===== src/rtl/ubbe_pkg.sv =====
// Shared types and constants for the UART byte buffer engine.
// Used by the control, datapath and top modules and the testbench; no dependencies.
package ubbe_pkg;

    localparam int TX_DEPTH = 64;
    localparam int RX_DEPTH = 64;
    localparam int TX_AW    = $clog2(TX_DEPTH);
    localparam int RX_AW    = $clog2(RX_DEPTH);

    localparam int BYTE_W   = 8;
    localparam int IN_DW    = 16;
    localparam int IN_UW    = 3;
    localparam int OUT_DW   = 24;
    localparam int CFG_AW   = 1;
    localparam int CFG_DW   = 1;

    localparam logic [BYTE_W-1:0] CHAR_NL = 8'd10;
    localparam logic [BYTE_W-1:0] CHAR_CR = 8'd13;

    typedef enum logic [IN_UW-1:0] {
        CMD_PUT        = 3'd0,
        CMD_GET        = 3'd1,
        CMD_PEEK       = 3'd2,
        CMD_RX_BYTE    = 3'd3,
        CMD_TX_DONE    = 3'd4,
        CMD_CTS_CHANGE = 3'd5
    } t_cmd;

    typedef enum logic [CFG_AW-1:0] {
        CFG_FLOW_CONTROL   = 1'b0,
        CFG_NEWLINE_EXPAND = 1'b1
    } t_cfg_idx;

    typedef struct packed {
        logic latch;
        logic exec;
        logic put_cr;
        logic send;
        logic finish;
    } t_dp_cmd;

    typedef struct packed {
        logic need_cr;
        logic out_free;
    } t_dp_status;

    function automatic logic [TX_AW-1:0] tx_next(input logic [TX_AW-1:0] idx);
        return (idx == TX_AW'(TX_DEPTH - 1)) ? '0 : idx + 1'b1;
    endfunction

    function automatic logic [RX_AW-1:0] rx_next(input logic [RX_AW-1:0] idx);
        return (idx == RX_AW'(RX_DEPTH - 1)) ? '0 : idx + 1'b1;
    endfunction

endpackage


===== src/rtl/ubbe_ram.sv =====
// Generic single-write, single-read RAM with registered read data.
// No dependencies.
module ubbe_ram #(
    parameter int WIDTH = 8,
    parameter int DEPTH = 64
) (
    input  logic                     i_clk,
    input  logic                     i_we,
    input  logic [$clog2(DEPTH)-1:0] i_waddr,
    input  logic [WIDTH-1:0]         i_wdata,
    input  logic                     i_re,
    input  logic [$clog2(DEPTH)-1:0] i_raddr,
    output logic [WIDTH-1:0]         o_rdata
);
    logic [WIDTH-1:0] r_mem [DEPTH];
    logic [WIDTH-1:0] r_rdata;

    always_ff @(posedge i_clk) begin
        if (i_we) begin
            r_mem[i_waddr] <= i_wdata;
        end
        if (i_re) begin
            r_rdata <= r_mem[i_raddr];
        end
    end

    assign o_rdata = r_rdata;
endmodule


===== src/rtl/ubbe_ctrl.sv =====
// Sequencing state machine for the UART byte buffer engine.
// Depends on ubbe_pkg; drives the datapath through t_dp_cmd.
module ubbe_ctrl (
    input  logic                i_clk,
    input  logic                i_rst_n,
    input  logic                i_s_tvalid,
    output logic                o_s_tready,
    input  ubbe_pkg::t_dp_status i_status,
    output ubbe_pkg::t_dp_cmd    o_cmd
);
    import ubbe_pkg::*;

    typedef enum logic [2:0] {
        S_IDLE,
        S_EXEC,
        S_PUT_CR,
        S_SEND,
        S_FIN
    } t_state;

    t_state r_state;
    t_state n_state;

    always_comb begin
        n_state = r_state;
        unique case (r_state)
            S_IDLE:   if (i_s_tvalid) n_state = S_EXEC;
            S_EXEC:   n_state = i_status.need_cr ? S_PUT_CR : S_SEND;
            S_PUT_CR: n_state = S_SEND;
            S_SEND:   n_state = S_FIN;
            S_FIN:    if (i_status.out_free) n_state = S_IDLE;
            default:  n_state = S_IDLE;
        endcase
    end

    always_ff @(posedge i_clk) begin
        if (!i_rst_n) begin
            r_state <= S_IDLE;
        end else begin
            r_state <= n_state;
        end
    end

    assign o_s_tready    = (r_state == S_IDLE);
    assign o_cmd.latch   = (r_state == S_IDLE) && i_s_tvalid;
    assign o_cmd.exec    = (r_state == S_EXEC);
    assign o_cmd.put_cr  = (r_state == S_PUT_CR);
    assign o_cmd.send    = (r_state == S_SEND);
    assign o_cmd.finish  = (r_state == S_FIN) && i_status.out_free;
endmodule


===== src/rtl/ubbe_dp.sv =====
// Datapath: ring pointers, configuration, both byte rings and the result register.
// Depends on ubbe_pkg and ubbe_ram.
module ubbe_dp (
    input  logic                          i_clk,
    input  logic                          i_rst_n,
    input  ubbe_pkg::t_dp_cmd              i_cmd,
    output ubbe_pkg::t_dp_status           o_status,
    input  logic [ubbe_pkg::IN_DW-1:0]    i_s_tdata,
    input  logic [ubbe_pkg::IN_UW-1:0]    i_s_tuser,
    output logic                          o_m_tvalid,
    input  logic                          i_m_tready,
    output logic [ubbe_pkg::OUT_DW-1:0]   o_m_tdata,
    input  logic                          i_cfg_we,
    input  logic [ubbe_pkg::CFG_AW-1:0]   i_cfg_addr,
    input  logic [ubbe_pkg::CFG_DW-1:0]   i_cfg_wdata
);
    import ubbe_pkg::*;

    t_cmd              r_cmd;
    logic [BYTE_W-1:0] r_data;
    logic              r_cts;

    logic              r_flow_en;
    logic              r_nl_expand;

    logic [TX_AW-1:0]  r_tx_head, r_tx_tail;
    logic [RX_AW-1:0]  r_rx_head, r_rx_tail;
    logic              r_line_busy;

    logic              r_read_valid;
    logic              r_accepted;
    logic              r_dropped;
    logic              r_send_valid;
    logic [BYTE_W-1:0] r_read_byte;

    logic              r_out_valid;
    logic [OUT_DW-1:0] r_out_data;

    logic              need2, fits1, fits2, fits;
    logic              rx_nonempty, rx_full, send_ok;
    logic              is_put, is_rd;
    logic [TX_AW-1:0]  tx_tail_nx, tx_head_nx;
    logic [RX_AW-1:0]  rx_tail_nx, rx_head_nx;

    logic              tx_we, tx_re, rx_we, rx_re;
    logic [BYTE_W-1:0] tx_wdata, tx_rdata, rx_rdata;
    logic [BYTE_W-1:0] send_byte;

    assign tx_tail_nx  = tx_next(r_tx_tail);
    assign tx_head_nx  = tx_next(r_tx_head);
    assign rx_tail_nx  = rx_next(r_rx_tail);
    assign rx_head_nx  = rx_next(r_rx_head);

    assign is_put      = (r_cmd == CMD_PUT);
    assign is_rd       = (r_cmd == CMD_GET) || (r_cmd == CMD_PEEK);
    assign need2       = r_nl_expand && (r_data == CHAR_NL);
    assign fits1       = (tx_tail_nx != r_tx_head);
    assign fits2       = fits1 && (tx_next(tx_tail_nx) != r_tx_head);
    assign fits        = need2 ? fits2 : fits1;
    assign rx_nonempty = (r_rx_head != r_rx_tail);
    assign rx_full     = (rx_tail_nx == r_rx_head);
    assign send_ok     = !r_line_busy && (r_tx_head != r_tx_tail) && (!r_flow_en || r_cts);

    assign o_status.need_cr  = is_put && need2 && fits2;
    assign o_status.out_free = !r_out_valid || i_m_tready;

    assign tx_we    = (i_cmd.exec && is_put && fits) || i_cmd.put_cr;
    assign tx_wdata = i_cmd.put_cr ? CHAR_CR : r_data;
    assign tx_re    = i_cmd.send && send_ok;
    assign rx_we    = i_cmd.exec && (r_cmd == CMD_RX_BYTE) && !rx_full;
    assign rx_re    = i_cmd.exec && is_rd && rx_nonempty;

    ubbe_ram #(.WIDTH(BYTE_W), .DEPTH(TX_DEPTH)) u_tx_ram (
        .i_clk   (i_clk),
        .i_we    (tx_we),
        .i_waddr (r_tx_tail),
        .i_wdata (tx_wdata),
        .i_re    (tx_re),
        .i_raddr (r_tx_head),
        .o_rdata (tx_rdata)
    );

    ubbe_ram #(.WIDTH(BYTE_W), .DEPTH(RX_DEPTH)) u_rx_ram (
        .i_clk   (i_clk),
        .i_we    (rx_we),
        .i_waddr (r_rx_tail),
        .i_wdata (r_data),
        .i_re    (rx_re),
        .i_raddr (r_rx_head),
        .o_rdata (rx_rdata)
    );

    assign send_byte = r_send_valid ? tx_rdata : '0;

    // Item and result payload
    always_ff @(posedge i_clk) begin
        if (i_cmd.latch) begin
            r_cmd  <= t_cmd'(i_s_tuser);
            r_data <= i_s_tdata[BYTE_W-1:0];
            r_cts  <= i_s_tdata[BYTE_W];
        end
        if (i_cmd.send) begin
            r_read_byte <= r_read_valid ? rx_rdata : '0;
        end
        if (i_cmd.finish) begin
            r_out_data <= {3'b000,
                           (r_tx_head == r_tx_tail),
                           send_byte,
                           r_send_valid,
                           r_dropped,
                           r_accepted,
                           r_read_valid,
                           r_read_byte};
        end
    end

    // Control state
    always_ff @(posedge i_clk) begin
        if (!i_rst_n) begin
            r_flow_en    <= 1'b0;
            r_nl_expand  <= 1'b1;
            r_tx_head    <= '0;
            r_tx_tail    <= '0;
            r_rx_head    <= '0;
            r_rx_tail    <= '0;
            r_line_busy  <= 1'b0;
            r_read_valid <= 1'b0;
            r_accepted   <= 1'b0;
            r_dropped    <= 1'b0;
            r_send_valid <= 1'b0;
            r_out_valid  <= 1'b0;
        end else begin
            if (i_cfg_we) begin
                unique case (t_cfg_idx'(i_cfg_addr))
                    CFG_FLOW_CONTROL:   r_flow_en   <= i_cfg_wdata[0];
                    CFG_NEWLINE_EXPAND: r_nl_expand <= i_cfg_wdata[0];
                    default: ;
                endcase
            end

            if (i_cmd.latch) begin
                r_read_valid <= 1'b0;
                r_accepted   <= 1'b0;
                r_dropped    <= 1'b0;
                r_send_valid <= 1'b0;
            end

            if (i_cmd.exec) begin
                case (r_cmd)
                    CMD_PUT: begin
                        if (fits) begin
                            r_tx_tail  <= tx_tail_nx;
                            r_accepted <= 1'b1;
                        end
                    end
                    CMD_GET, CMD_PEEK: begin
                        if (rx_nonempty) begin
                            r_read_valid <= 1'b1;
                            if (r_cmd == CMD_GET) begin
                                r_rx_head <= rx_head_nx;
                            end
                        end
                    end
                    CMD_RX_BYTE: begin
                        if (rx_full) begin
                            r_dropped <= 1'b1;
                        end else begin
                            r_rx_tail <= rx_tail_nx;
                        end
                    end
                    CMD_TX_DONE: r_line_busy <= 1'b0;
                    default: ;
                endcase
            end

            if (i_cmd.put_cr) begin
                r_tx_tail <= tx_tail_nx;
            end

            if (i_cmd.send && send_ok) begin
                r_tx_head    <= tx_head_nx;
                r_line_busy  <= 1'b1;
                r_send_valid <= 1'b1;
            end

            priority if (i_cmd.finish) begin
                r_out_valid <= 1'b1;
            end else if (i_m_tready) begin
                r_out_valid <= 1'b0;
            end
        end
    end

    assign o_m_tvalid = r_out_valid;
    assign o_m_tdata  = r_out_data;
endmodule


===== src/rtl/uart_byte_buffer_engine_unit.sv =====
// Top level of the UART byte buffer engine: transmit and receive byte rings.
// Depends on ubbe_pkg, ubbe_ctrl, ubbe_dp (which holds two ubbe_ram instances).
//
// Each input transfer carries one event (put, get, peek, line byte received,
// transmit done, clear-to-send change) and yields exactly one result transfer.
// The sequencer steps each event, in order, through event execution, an extra
// ring write for the carriage return (only for a put of a newline that expands
// into newline plus carriage return), the send attempt (one read of the transmit
// ring, registered) and result capture into the output register. The input is
// ready again in the cycle after the result is captured, so a new event is not
// taken before the previous one is through. The next event is accepted while the
// previous result still waits in the output register; result capture then
// holds until that result is taken. Each ring holds one byte fewer than its
// depth; both rings need no clearing after reset. The user must see that
// configuration is written only while idle; the block itself does not enforce it.
module uart_byte_buffer_engine_unit (
    input  logic                          i_clk,
    input  logic                          i_rst_n,
    input  logic                          i_s_tvalid,
    output logic                          o_s_tready,
    // [7:0] data_byte, [8] clear_to_send, [15:9] zero
    input  logic [ubbe_pkg::IN_DW-1:0]    i_s_tdata,
    // [2:0] cmd
    input  logic [ubbe_pkg::IN_UW-1:0]    i_s_tuser,
    output logic                          o_m_tvalid,
    input  logic                          i_m_tready,
    // [7:0] read_byte, [8] read_valid, [9] put_accepted, [10] rx_dropped,
    // [11] line_send_valid, [19:12] line_send_byte, [20] tx_empty, [23:21] zero
    output logic [ubbe_pkg::OUT_DW-1:0]   o_m_tdata,
    input  logic                          i_cfg_we,
    input  logic [ubbe_pkg::CFG_AW-1:0]   i_cfg_addr,
    input  logic [ubbe_pkg::CFG_DW-1:0]   i_cfg_wdata
);
    import ubbe_pkg::*;

    t_dp_cmd    dp_cmd;
    t_dp_status dp_status;

    ubbe_ctrl u_ctrl (
        .i_clk      (i_clk),
        .i_rst_n    (i_rst_n),
        .i_s_tvalid (i_s_tvalid),
        .o_s_tready (o_s_tready),
        .i_status   (dp_status),
        .o_cmd      (dp_cmd)
    );

    ubbe_dp u_dp (
        .i_clk       (i_clk),
        .i_rst_n     (i_rst_n),
        .i_cmd       (dp_cmd),
        .o_status    (dp_status),
        .i_s_tdata   (i_s_tdata),
        .i_s_tuser   (i_s_tuser),
        .o_m_tvalid  (o_m_tvalid),
        .i_m_tready  (i_m_tready),
        .o_m_tdata   (o_m_tdata),
        .i_cfg_we    (i_cfg_we),
        .i_cfg_addr  (i_cfg_addr),
        .i_cfg_wdata (i_cfg_wdata)
    );
endmodule


===== config.mk =====
export PLATFORM = sky130hd
export DESIGN_NAME = uart_byte_buffer_engine_unit
export DESIGN_NICKNAME = d
export VERILOG_FILES = /design/src/rtl/ubbe_pkg.sv /design/src/rtl/ubbe_ram.sv /design/src/rtl/ubbe_ctrl.sv /design/src/rtl/ubbe_dp.sv /design/src/rtl/uart_byte_buffer_engine_unit.sv
export SDC_FILE = /design/constraint.sdc
export NUM_CORES = 1
export LEC_CHECK = 0
export ABC_CLOCK_PERIOD_IN_PS = 6300
export BUFFER_PORTS_ARGS = -buffer_cell sky130_fd_sc_hd__buf_2
export CORE_MARGIN = 2
export CORE_UTILIZATION = 25
export CTS_BUF_LIST = sky130_fd_sc_hd__clkbuf_8
export DETAILED_ROUTE_END_ITERATION = 10
export PLACE_DENSITY = 0.36
export SLEW_MARGIN = 20
export SYNTH_ARGS = -nofsm -noshare
export SYNTH_HDL_FRONTEND = slang
export SYNTH_SLANG_ARGS = --single-unit

===== constraint.sdc =====
create_clock -name i_clk -period 6.3 [get_ports i_clk]
set_clock_uncertainty 0.1 [all_clocks]
set_input_delay 1.89 -clock i_clk [delete_from_list [all_inputs] [get_ports i_clk]]
set_output_delay 1.89 -clock i_clk [all_outputs]
set_load 0.05 [all_outputs]

==> impl_results.md <==
- Status: finished clean
- Register area share after synthesis: 75.2%
- #FFs+latches synth: 1116
- Clock Root Buffer: clkbuf_8
- Total GRT Usage: 13.0%
- Distinct cells, synth: 68
- Yosys Warn Count: 0
- Syn Std Cell Area: 44100 um^2
- Die Ht: 424 um
- Max-slew violation count: 0
- Clk sinks: 1116
- Layout Nets: 2267
- Initial antenna violation count: 8
- Top cells by count, synth: edfxtp_1, mux4_2, nor2_1, nor3_1, clkbuf_1
- Initial core utilization: 25.1%
- Worst-path clk slew: 60 ps
- Core Footprint: 176000 um^2
- Worst skew pair latency: 900 ps
- GPL Wtd Cong: 0.723
- Req. time, crit path: 6840 ps
- First-pass GRT wire length: 166 mm
- Tmin final: 4760 ps
- Final setup viols: 0
- Synth area leaders: edfxtp_1, mux4_2, dfxtp_1
- Cells after Synth: 2043
- # DRC: 0
- Post-synth EDFFs: 1081
- PortBufs: 41
- Area grow syn2layout: 15.7%
- Final hold slack: 328 ps
- Critical path fanouts, max: 31
- Unrepaired setup endpoints after global routing: no
- Pwr per Cell Area: 294 nW/um^2
- Design Area, Final: 51000 um^2
- Synth top area share: 73.6%
- Period utilization: 75.5%
- Initial DRT Pass Iterations: 5
- Share of post-route cells with drive strength above 1: 31.7%
- Placement Rows: 154
- Relative slew slack: 32.4%
- Crit path DAT: 5300 ps
- Largest net degree at the start of global routing: 67
- Synthesized area per cell: 21.6 um^2
- DP HPWL: 68.8 mm
- Post-CTS Setup Inserts: 0
- Dpl cell area: 47500 um^2
- FMAX: 0.210 GHz
- Peak supply drop: 0.000208 V
- Cts bufs inserted: 189
- Die area: 180000 um^2
- Multi-input logic area: 10500 um^2
- Gr ovfl total: 0
- Hold Path Class: reg -> reg
- TritonCTS clock tree: built
- Wire length per cell: 24.5 um
- Post-CTS sizing: 0
- Endpoints failing hold: 0
- Worst Tran Pin Value: 1010 ps
- Initial drt markers: 1317
- WL final: 116 mm
- Most frequent cell after synthesis: edfxtp_1
- Reg area: 33200 um^2
- Post-route setup TNS: 0 ps
- Fill cell total of the finished layout: 17300
- Leakage: 15.2 nW
- Crit path kind: reg -> reg
- Via Count: 20900
- Max cap viols: 0
- Vias per inst: 4.40
- Startpoint types: register
- Clk buf depth: 3
- Vias in the first global route: 22300
- Crit path capture type: register
- Die Wd: 424 um
- Antenna Nets Post-Route: 0
- Most common flop cell mapped by yosys: edfxtp_1
- Synth area leader: edfxtp_1
- Hold_buf cts: 0
- Htree depth: 4
- IO Pins: 52
- Share of synthesized registers carrying an async set or reset: 0%
## registers in the layout (all words and copies together) (netlist names), 8 cells and up
register / flops
u_dp.r_read_byte: 8
u_dp.u_tx_ram.o_rdata: 8
u_dp.r_data: 8
u_dp.o_m_tdata: 21
u_dp.u_tx_ram.r_mem: 512
u_dp.u_rx_ram.o_rdata: 8
u_dp.u_rx_ram.r_mem: 512
## layout by cell type, fill, tap and decap left out, types with 5 or more instances in the layout
cell type and instances:
mux2i_1 8, buf_4 89, diode_2 5, clkinvlp_4 6, nor2b_1 16, nor3b_1 5, nor4_4 9, clkbuf_8 196
inv_1 68, dfxtp_1 27, nor4_1 7, nand3_1 21, o21ai_0 7, nand3b_1 5, o21a_1 10, and2_2 5
nor3_1 58, mux4_2 336, edfxtp_1 1081, xor2_1 9, buf_2 41, xnor2_1 23, a21oi_1 9, and2_1 23
nand4_1 7, and3_1 6, nand2b_1 7, ha_1 5, a21o_1 5, nor2_1 85, or3_1 10, clkinv_1 52
clkinv_2 34, nand2_1 37
## through the flow
stage	worst slack, ps	instances	util [%]	total power, mW
final	1540	4744	29.0	15.0
after global routing	1270	4742	29.0	15.6
after CTS	1530	4738	29.0	15.3
after detailed placement	1550	4384	27.0	9.23
after global placement	1580	4384	27.0	9.20
after floorplan	2630	2045	-	8.90
## metal layers
layer  wire, um  share of wire (%)  GRT usage, %  vias to the layer above
met5         13              0.011             0                        -
met4       3040                2.6          4.15                        2
met3       4790                4.1          2.77                      198
met2      59300                 51          22.3                      477
met1      49100                 42          16.2                    11200
li1           -                  -             -                     8993
## critical path, cell delays in order (launching register included)
cell and delay, ps:
dfxtp_1 790, ha_1 620, nand3_2 280, o21a_1 300, nand3b_1 210, a2111oi_4 490, o2111ai_2 320, a21oi_4 440
buf_4 440, nor3_1 240, buf_4 250
## area by class of cell
class | instances | area share [%]
Sequential cell | 1116 | 65.0
Multi-Input combinational cell | 785 | 20.5
Tap cell | 2340 | 5.74
Clock buffer | 196 | 5.29
Timing Repair Buffer | 134 | 1.87
Clock inverter | 158 | 1.48
Inverter | 10 | 0.0736
Antenna cell | 5 | 0.0245
## where the power goes
group          switching, mW  internal, mW
Sequential            0.0332          8.35
Combinational          0.513         0.135
Clock                   2.98          2.98
Total                   3.53          11.5
## final timing paths
kind	from	end	slack [ps]	cells past startpoint
setup / recovery	u_dp.r_tx_tail[0]	u_dp.u_tx_ram.r_mem[17][5]	1540	10
hold reg to reg	u_dp.r_read_byte[3]	u_dp.o_m_tdata[3]	330	0
hold / removal	u_dp.r_read_byte[3]	u_dp.o_m_tdata[3]	330	0
setup reg to reg	u_dp.r_tx_tail[0]	u_dp.u_tx_ram.r_mem[17][5]	1540	10
## logic make-up (layout without fill, tap and decap cells)
group | Yosys count | in the layout | synth area share, %
compound gates | 71 | 71 | 1.32
xor+xnor | 32 | 32 | 0.635
fa+ha+maj | 5 | 5 | 0.142
buf+inv | 144 | 498 | 1.46
flops | 1116 | 1116 | 75.2
mux | 345 | 345 | 17.4
other cells | 1 | 8 | 0.00850
simple gates | 329 | 329 | 3.92
(Power assumes the default switching activity.)
